--- config.mk ---
export PLATFORM = sky130hd
export DESIGN_NAME = radial_ripple_height_top
export DESIGN_NICKNAME = d
export VERILOG_FILES = /design/src/sv/rrh_pkg.sv /design/src/sv/rrh_sqrt.sv /design/src/sv/rrh_sine.sv /design/src/sv/radial_ripple_height_top.sv
export SDC_FILE = /design/constraint.sdc
export NUM_CORES = 2
export LEC_CHECK = 0
export BUFFER_PORTS_ARGS = -buffer_cell sky130_fd_sc_hd__buf_2
export CORE_UTILIZATION = 49
export DETAILED_ROUTE_END_ITERATION = 6
export SYNTH_ARGS = -nofsm -noshare
export SYNTH_HDL_FRONTEND = slang
export SYNTH_HIERARCHICAL = 1
export SYNTH_SLANG_ARGS = --single-unit
export TNS_END_PERCENT = 5
--- constraint.sdc ---
create_clock -name clk -period 17.59 [get_ports clk]
set_clock_uncertainty 0.1 [all_clocks]
set_input_delay 0.8795 -clock clk [delete_from_list [all_inputs] [get_ports clk]]
set_output_delay 0.8795 -clock clk [all_outputs]
set_load 0.02 [all_outputs]
--- src/sv/rrh_pkg.sv ---
package rrh_pkg;

  localparam int unsigned SpaceK24 = 838436;
  localparam int unsigned TimeK32  = 643918489;
  localparam int unsigned PolyA    = 25736;
  localparam int unsigned PolyB    = 10512;
  localparam int unsigned PolyC    = 1160;

  localparam int MaxGridSide = 256;

  localparam int DistW  = 34;
  localparam int RootW  = 17;
  localparam int SqrtSteps = 17;

  localparam logic [1:0] RegGridColumns = 2'd0;
  localparam logic [1:0] RegGridRows    = 2'd1;
  localparam logic [1:0] RegFrameStep   = 2'd2;

  typedef struct packed {
    logic [DistW-1:0] rem;
    logic [RootW-1:0] root;
  } sqrt_state_t;

endpackage

--- src/sv/rrh_sqrt.sv ---
module rrh_sqrt (
  input  logic                       clk,
  input  logic                       rst_n,
  input  logic                       in_vld,
  input  logic [rrh_pkg::DistW-1:0]  in_d2,
  input  logic [31:0]                in_tphase,
  output logic                       out_vld,
  output logic [rrh_pkg::RootW-1:0]  out_root,
  output logic [31:0]                out_tphase
);

  localparam int N = rrh_pkg::SqrtSteps;

  logic [N:0]                 vld_r;
  rrh_pkg::sqrt_state_t       st_r   [N+1];
  logic [rrh_pkg::DistW-1:0]  rad_r  [N+1];
  logic [31:0]                tph_r  [N+1];

  always_ff @(posedge clk) begin
    if (!rst_n) begin
      vld_r[0] <= 1'b0;
    end else begin
      vld_r[0] <= in_vld;
    end
    st_r[0].rem  <= '0;
    st_r[0].root <= '0;
    rad_r[0]     <= in_d2;
    tph_r[0]     <= in_tphase;
  end

  for (genvar g = 0; g < N; g++) begin : g_step
    logic [rrh_pkg::DistW+1:0] trial;
    logic [rrh_pkg::DistW+1:0] acc;
    always_comb begin
      acc   = {st_r[g].rem, rad_r[g][rrh_pkg::DistW-1 -: 2]};
      trial = {{(rrh_pkg::DistW-rrh_pkg::RootW){1'b0}}, st_r[g].root, 2'b01};
    end
    always_ff @(posedge clk) begin
      if (!rst_n) begin
        vld_r[g+1] <= 1'b0;
      end else begin
        vld_r[g+1] <= vld_r[g];
      end
      if (acc >= trial) begin
        st_r[g+1].rem  <= rrh_pkg::DistW'(acc - trial);
        st_r[g+1].root <= {st_r[g].root[rrh_pkg::RootW-2:0], 1'b1};
      end else begin
        st_r[g+1].rem  <= rrh_pkg::DistW'(acc);
        st_r[g+1].root <= {st_r[g].root[rrh_pkg::RootW-2:0], 1'b0};
      end
      rad_r[g+1] <= {rad_r[g][rrh_pkg::DistW-3:0], 2'b00};
      tph_r[g+1] <= tph_r[g];
    end
  end

  assign out_vld    = vld_r[N];
  assign out_root   = st_r[N].root;
  assign out_tphase = tph_r[N];

endmodule

--- src/sv/rrh_sine.sv ---
module rrh_sine (
  input  logic                      clk,
  input  logic                      rst_n,
  input  logic                      in_vld,
  input  logic [rrh_pkg::RootW-1:0] in_root,
  input  logic [31:0]               in_tphase,
  output logic                      out_vld,
  output logic [15:0]               out_height
);

  logic [6:0]  vld_r;
  logic [31:0] ph_r;
  logic [31:0] sp_r;
  logic [31:0] tp_r;
  logic [1:0]  q1_r, q2_r, q3_r, q4_r;
  logic [14:0] x1_r, x2a_r, x3_r, x4_r;
  logic [14:0] sq_r, sq3_r;
  logic [14:0] t1_r;
  logic [14:0] t2_r;
  logic [15:0] h_r;

  logic [15:0] p;
  logic [14:0] xs;
  logic [29:0] xx;
  logic [25:0] ct;
  logic [29:0] bt;
  logic [29:0] at;
  logic [15:0] s14;
  logic [13:0] s12r;
  logic [12:0] s12;

  always_comb begin
    p   = ph_r[31:16];
    xs  = p[14] ? 15'(15'd16384 - {1'b0, p[13:0]}) : {1'b0, p[13:0]};
    xx  = x1_r * x1_r;
    ct  = 26'(rrh_pkg::PolyC) * {11'd0, sq_r};
    bt  = 30'(15'(rrh_pkg::PolyB) - t1_r) * {15'd0, sq3_r};
    at  = 30'(x4_r) * 30'(15'(rrh_pkg::PolyA) - t2_r);
    s14 = at[29:14];
    s12r = 14'((s14 + 16'd2) >> 2);
    s12 = (s12r > 14'd4096) ? 13'd4096 : s12r[12:0];
  end

  always_ff @(posedge clk) begin
    if (!rst_n) begin
      vld_r <= '0;
    end else begin
      vld_r <= {vld_r[5:0], in_vld};
    end
    sp_r  <= 32'(in_root) * rrh_pkg::SpaceK24;
    tp_r  <= in_tphase;
    ph_r  <= sp_r + tp_r;
    q1_r  <= p[15:14];
    x1_r  <= xs;
    q2_r  <= q1_r;
    x2a_r <= x1_r;
    sq_r  <= 15'(xx >> 14);
    q3_r  <= q2_r;
    x3_r  <= x2a_r;
    sq3_r <= sq_r;
    t1_r  <= 15'(ct >> 14);
    q4_r  <= q3_r;
    x4_r  <= x3_r;
    t2_r  <= 15'(bt >> 14);
    h_r   <= q4_r[1] ? 16'(16'd32768 - 16'(s12)) : 16'(16'd32768 + 16'(s12));
  end

  assign out_vld    = vld_r[6];
  assign out_height = h_r;

endmodule

--- src/sv/radial_ripple_height_top.sv ---
// Channel  | Ports                                   | Direction
// input    | start, busy, in_column, in_row          | in (busy out)
// result   | out_valid, out_height_q12               | out
// config   | psel penable pwrite paddr pwdata prdata pready | APB
// One vertex is accepted per cycle; busy stays low after reset.
// The pipeline runs through the setup registers, the square root (an input
// register and seventeen digit stages) and the phase and sine stages.
// Synchronous reset clears all valid bits and sets the config registers (grid sides 256, frame step 0).
// The receiver cannot stall, so the pipeline never holds.
module radial_ripple_height_top (
  input  logic        clk,
  input  logic        rst_n,
  input  logic        start,
  output logic        busy,
  input  logic [7:0]  in_column,
  input  logic [7:0]  in_row,
  output logic        out_valid,
  output logic [15:0] out_height_q12,
  input  logic        psel,
  input  logic        penable,
  input  logic        pwrite,
  input  logic [3:0]  paddr,
  input  logic [31:0] pwdata,
  output logic [31:0] prdata,
  output logic        pready
);

  logic [8:0]  cfg_grid_columns_r;
  logic [8:0]  cfg_grid_rows_r;
  logic [15:0] cfg_frame_step_r;
  logic [1:0]  idx;
  logic        wr;

  assign idx    = paddr[3:2];
  assign wr     = psel && penable && pwrite;
  assign pready = 1'b1;
  assign busy   = 1'b0;

  always_ff @(posedge clk) begin
    if (!rst_n) begin
      cfg_grid_columns_r <= 9'd256;
      cfg_grid_rows_r    <= 9'd256;
      cfg_frame_step_r   <= '0;
    end else if (wr) begin
      unique case (idx)
        rrh_pkg::RegGridColumns: cfg_grid_columns_r <= pwdata[8:0];
        rrh_pkg::RegGridRows:    cfg_grid_rows_r    <= pwdata[8:0];
        rrh_pkg::RegFrameStep:   cfg_frame_step_r   <= pwdata[15:0];
        default: ;
      endcase
    end
  end

  always_comb begin
    unique case (idx)
      rrh_pkg::RegGridColumns: prdata = {23'd0, cfg_grid_columns_r};
      rrh_pkg::RegGridRows:    prdata = {23'd0, cfg_grid_rows_r};
      rrh_pkg::RegFrameStep:   prdata = {16'd0, cfg_frame_step_r};
      default:                 prdata = '0;
    endcase
  end

  logic        s0_vld_r, s1_vld_r;
  logic [9:0]  dx_r;
  logic [7:0]  row_r;
  logic [31:0] tph_r, tph1_r;
  logic [17:0] d2_r;
  logic [8:0]  gcs;
  logic [9:0]  dxa;
  logic [19:0] dxx;
  logic [15:0] rr;

  assign gcs = (cfg_grid_columns_r > 9'(rrh_pkg::MaxGridSide)) ? 9'(rrh_pkg::MaxGridSide)
                                                               : cfg_grid_columns_r;
  assign dxa = dx_r[9] ? 10'(-dx_r) : dx_r;
  assign dxx = dxa * dxa;
  assign rr  = row_r * row_r;

  always_ff @(posedge clk) begin
    if (!rst_n) begin
      s0_vld_r <= 1'b0;
      s1_vld_r <= 1'b0;
    end else begin
      s0_vld_r <= start && !busy;
      s1_vld_r <= s0_vld_r;
    end
    dx_r   <= 10'({1'b0, gcs} - {2'b00, in_column});
    row_r  <= in_row;
    tph_r  <= 32'(cfg_frame_step_r) * rrh_pkg::TimeK32;
    d2_r   <= 18'(dxx + 20'(rr));
    tph1_r <= tph_r;
  end

  logic                      sq_vld;
  logic [rrh_pkg::RootW-1:0] sq_root;
  logic [31:0]               sq_tph;

  rrh_sqrt u_sqrt (
    .clk, .rst_n,
    .in_vld(s1_vld_r),
    .in_d2({d2_r, 16'd0}),
    .in_tphase(tph1_r),
    .out_vld(sq_vld),
    .out_root(sq_root),
    .out_tphase(sq_tph)
  );

  rrh_sine u_sine (
    .clk, .rst_n,
    .in_vld(sq_vld),
    .in_root(sq_root),
    .in_tphase(sq_tph),
    .out_vld(out_valid),
    .out_height(out_height_q12)
  );

`ifndef SYNTHESIS
  a_no_busy: assert property (@(posedge clk) busy == 1'b0) else $error("busy high");
  a_pipe: assert property (@(posedge clk) disable iff (!rst_n)
    s1_vld_r |-> $past(start, 2)) else $error("valid without start");
  a_range: assert property (@(posedge clk) disable iff (!rst_n)
    out_valid |-> (out_height_q12 >= 16'd28672 && out_height_q12 <= 16'd36864))
    else $error("height out of range");
`endif

endmodule

After elaboration in Yosys (flattened, before gate mapping)
Memory sizes are Yosys's and may differ from the RTL's. A register that Yosys moved wholly into a read port is not among the register bits.
Index checks and enable logic that the tools add are counted.
- input port bits: 58
- register bits: 364
- memories kept: 3
- word-level logic and storage cells: 235
- memory bits (writable): 2070
- output and inout bits: 51
- equality and inequality tests: 2
- add/sub/neg operators: 27
- muxes and demuxes: 91
- multipliers: 8
- reductions and logical operators: 6
- bitwise logic cells: 34
- $lt $le $gt $ge: 19
- memories (name ; depth ; width ; rd ports ; clocked after memory_dff ; write ports ; line ; RTL):
    u_sqrt.st_r ; 18 ; 51 ; 18 ; 0 ; 18 ; rrh_sqrt.sv:15 ; rrh_pkg::sqrt_state_t st_r [N+1];
    u_sqrt.rad_r ; 18 ; 32 ; 17 ; 0 ; 18 ; rrh_sqrt.sv:16 ; logic [rrh_pkg::DistW-1:0] rad_r [N+1];
    u_sqrt.tph_r ; 18 ; 32 ; 18 ; 1 ; 18 ; rrh_sqrt.sv:17 ; logic [31:0] tph_r [N+1];
- operators with widths (cell ; count):
    $ge 36x19->1 ; 17
    $mux 34 ; 17
    $sub 34x19->34 ; 17
    $mux 17 ; 17
    $mux 1 ; 51
    $pmux 16 s3 ; 1
    $or 1x1->1 ; 34
    $add 32x32->32 ; 1
    $mul 16x30->32 const B ; 1
    $mul 15x30->30 ; 1
    $mul 17x18->30 const B ; 1
    $mul 30x15->29 ; 1
    $mul 15x15->29 ; 1
    $mul 8x15->23 const A ; 1
    $add 18x16->18 ; 1
    $mul 10x10->18 ; 1
    $add 16x13->16 const A ; 1
    $add 16x2->16 const B ; 1
    $mul 8x8->16 ; 1
    $mux 16 ; 1
    $sub 15x15->16 const A ; 1
    $sub 16x13->16 const A ; 1
    $sub 14x12->15 const A ; 1
    $sub 15x14->15 const A ; 1
    other kinds (13) ; 16

Logic depth before layout (Yosys ltp)
- depth after elaboration: 7
- mapped depth: 44
- gate-level depth less buffers: 41

Cells and area by module
Netlist, hierarchy kept.
- by module, submodules not included (module ; seq. area each (µm²) ; times used ; area an instance (µm²) ; cells each):
    rrh_sqrt ; 30949.7 ; 1 ; 46178.0 ; 3916
    rrh_sine ; 4404.2 ; 1 ; 32262.2 ; 3366
    radial_ripple_height_top ; 2722.6 ; 1 ; 13895.8 ; 1399

Worst setup path after synthesis
Ideal clock, no wire load.
- path kind: register to register
- from: reg u_sine.t2_r[0]
- to: reg u_sine.h_r[8], in the netlist u_sine/out_height[8]
- required time: 17415 ps
- arrival time: 9707 ps
- buffers on the path: 3
- clock period less this slack: 9882 ps
- cell stages (with the launch flop): 42
- path slack: 7708 ps
- setup time: 75 ps
- cell sequence: dfxtp_1 clkbuf_1 inv_1 ha_1 a21boi_0 o41ai_1 nand2_1 and2_1 o31ai_1 xor2_1 clkbuf_1 nand2_1 fa_1 fa_1 inv_1 fa_1 fa_1 fa_1 (+6 left out) nand3b_1 xor2_1 ha_1 nand2_1 mux2i_1 nand4_1 nor4_1 nor2_1 a31oi_1 and2_1 and2_1 buf_6 nand2b_1 ha_1 inv_1 or3_1 o221a_2 o22ai_1
- word-level cells in the longest chain between the ends: 7
- elaborated cells between the ends (all ways): 8
- classes of those cells: 4 x add/sub; 1 x mul; 1 x order compare; 2 x mux
- ends and longest elaborated chain (what ; line ; RTL):
    start: declaration ; rrh_sine.sv:19 ; logic [14:0] t2_r;
    start signal: assignment ; rrh_sine.sv:64 ; t2_r <= 15'(bt >> 14);
    $sub 15x15->16 * ; rrh_sine.sv:38 ; at = 30'(x4_r) * 30'(15'(rrh_pkg::PolyA) - t2_r);
    $mul 15x30->30 * ; rrh_sine.sv:38 ;
    $add 16x2->16 * ; rrh_sine.sv:40 ; s12r = 14'((s14 + 16'd2) >> 2);
    $gt 14x13->1 ; rrh_sine.sv:41 ; s12 = (s12r > 14'd4096) ? 13'd4096 : s12r[12:0];
    $mux 13 * ; rrh_sine.sv:41 ;
    $add 16x13->16 / $sub 16x13->16 (equally long branches) ; rrh_sine.sv:65 ; h_r <= q4_r[1] ? 16'(16'd32768 - 16'(s12)) : 16'(16'd32768 + 16'(s12));
    $mux 16 * ; rrh_sine.sv:65 ;
    end signal: assignment ; rrh_sine.sv:65 ;
    end: declaration ; rrh_sine.sv:20 ; logic [15:0] h_r;
Every way passes the cells marked *; elsewhere a longest branch is shown, timed or not.
A chain may end at the register's enable or synchronous reset.

Worst setup path in the final report
Ends and elaborated chain as after synthesis.

==> results_dict.tcl <==
set metrics [dict create \
    slowest_stage "xor2_1" \
    status "finished clean" \
    ios 109 \
    dieArea_um2 188500 \
    drt_iter0_markers 2319 \
    port_buffers 72 \
    grt.overflow.total 0 \
    finalHoldViolations 0 \
    end_kind "flip-flop" \
    reg2reg_slack_ps 6090 \
    rr_endpoint "u_sine/out_height[8]" \
    fin_crit_sh_pct 65.40 \
    antenna_found_initial 1 \
    max_freq_mhz 86.93 \
    drc 0 \
    routed_wl_um 165900 \
    cts_made_buffers 184 \
    placementRows 158 \
    antenna_left 0 \
    min_path_type "in2reg" \
    fin_nets 10487 \
    routedWlPerCell_um 14.50 \
    rsz0062_at_grt "false" \
    gp_congestion 0.8678 \
    grt_usage_pct 18.15 \
    crit_arrival_ps 12110 \
    grt_pass1_wl_um 281600 \
    fillers 16323 \
    ys.warnings.count 6 \
    syn_avg_cell_area_um2 10.59 \
    reg2reg_depth 36 \
    vias_per_cell 4.898 \
    tns_ps 0 \
    drive_above_1_share_pct 6.085 \
    hold_path_depth 1 \
    cpPeakStageDelay_ps 1000 \
    seqCellArea_um2 37280 \
    cts_setup_buffers 0 \
    ctsHtreeMaxLevel 4 \
    start_util_pct 49.36 \
    die_w_um 434.2 \
    multi_input_area_um2 49010 \
    cts_tree "built" \
    finalSetupViolCount 0 \
    cp_max_fo 17 \
    holdPathEnd "row_r[3]" \
    grt_max_degree 62 \
    synthCells 8641 \
    drtPass1Iterations 6 \
    root_buffer "clkbuf_16" \
    required_ps 18190 \
    grt_pass1_vias 58263 \
    cts_resized 0 \
    syn_area_um2 91540 \
    fp.dieH_um 434.2 \
    slew_headroom_pct 16.93 \
    clock_path_buffers 3 \
    vias 56024 \
    cap_violations 0 \
    worstSetupPathType "reg2reg" \
    worst_pin_slew_ps 1242 \
    hp-start "in_row[3]" \
    final_max_slew_viol_count 0 \
    coreArea_um2 185400 \
    clock-sinks 1862 \
    r2r_start "u_sine/t2_r[0]" \
    syn2layout_area_growth_pct 10.61 \
    clk_latency_ps 800 \
    period_minus_slack_ps 11500 \
    cts.clk_slew.worst_paths_ps 60 \
    worst_setup_path_start_kind "flip-flop" \
    dp_hpwl_um 129100 \
]
flip-flops by register name, summed over array words and instances (netlist names), 16 cells and up:
| name | cells |
|---|---|
| cfg_frame_step_r | 16 |
| d2_r | 18 |
| tph1_r | 30 |
| tph_r | 30 |
| u_sine/out_height | 16 |
| u_sine/ph_r | 16 |
| u_sine/sp_r | 30 |
| u_sine/tp_r | 30 |
| u_sqrt/rad_r | 306 |
| u_sqrt/st_r | 646 |
| u_sqrt/tph_r | 540 |
| u_sqrt/vld_r | 17 |
cells in the final DEF (no fill, tap or decap), types with 226 or more instances in the layout:
cell / instances
nor2_1: 371
xor2_1: 277
and2_1: 339
ha_1: 858
xnor2_1: 345
nand2_1: 665
inv_1: 1250
a21oi_1: 226
fa_1: 767
dfxtp_1: 1862
worst max-delay path by stage:
stage                               from  slack [ps]  cells past startpoint              endpoint
after global placement    u_sine/t2_r[0]        6340                     36  u_sine/out_height[8]
after global routing      u_sine/t2_r[0]        5210                     39  u_sine/out_height[8]
after detailed placement  u_sine/t2_r[0]        6130                     36  u_sine/out_height[8]
final                     u_sine/t2_r[0]        6090                     36  u_sine/out_height[8]
after CTS                 u_sine/t2_r[0]        6080                     36  u_sine/out_height[8]
after floorplan           u_sine/t2_r[0]        7710                     41  u_sine/out_height[8]
metal layers:
metal  GRT usage [%]  part of all wire (%)  vias up
li1                -                     -    28023
met1           22.77                    45    26882
met2           31.95                    49      833
met3           2.647                   3.5      284
met4           5.715                   2.6        2
met5               0                0.0078        -
per-stage QoR:
step / hold WS, ps / worst slack, ps / std cells / util, % / instance area [um^2]
floorplan: 209.6 / 7708 / 8681 / - / 91690
global placement: 209.7 / 6335 / 11096 / 51.06 / 94690
detailed placement: 212.1 / 6127 / 11096 / 51.06 / 94690
CTS: 0.1265 / 6075 / 11437 / 54.60 / 101200
global route: 27.88 / 5210 / 11437 / 54.60 / 101200
finish: 85.44 / 6086 / 11439 / 54.60 / 101200
critical path: cells and delay by family (launching register included):
family | cells | cell delay, ps
AOI/OAI and AO/OA | 5 | 1280
xor gates and xnor gates | 2 | 1200
adders and majority gates | 10 | 3920
buffers and inverters | 6 | 470
DFF | 1 | 750
muxes | 1 | 340
and+or+nand+nor | 12 | 3340
cell type report:
type	count	area share, %
Multi-Input combinational cell	5397	48.40
Clock inverter	83	1.223
Sequential cell	1862	36.82
Clock buffer	256	5.230
Timing Repair Buffer	105	0.6055
Inverter	1254	4.652
Tap cell	2480	3.065
Antenna cell	2	0.004943
repair_timing:
action | CTS | global route
hold buffers | 2 | 0
setup endpoints to repair | 0 | 0
endpoints found under the hold margin | 2 | 0
Power is left out: the tool's default activity adds up to more than one toggle a clock period on the data nets, which glitch-free logic cannot reach.
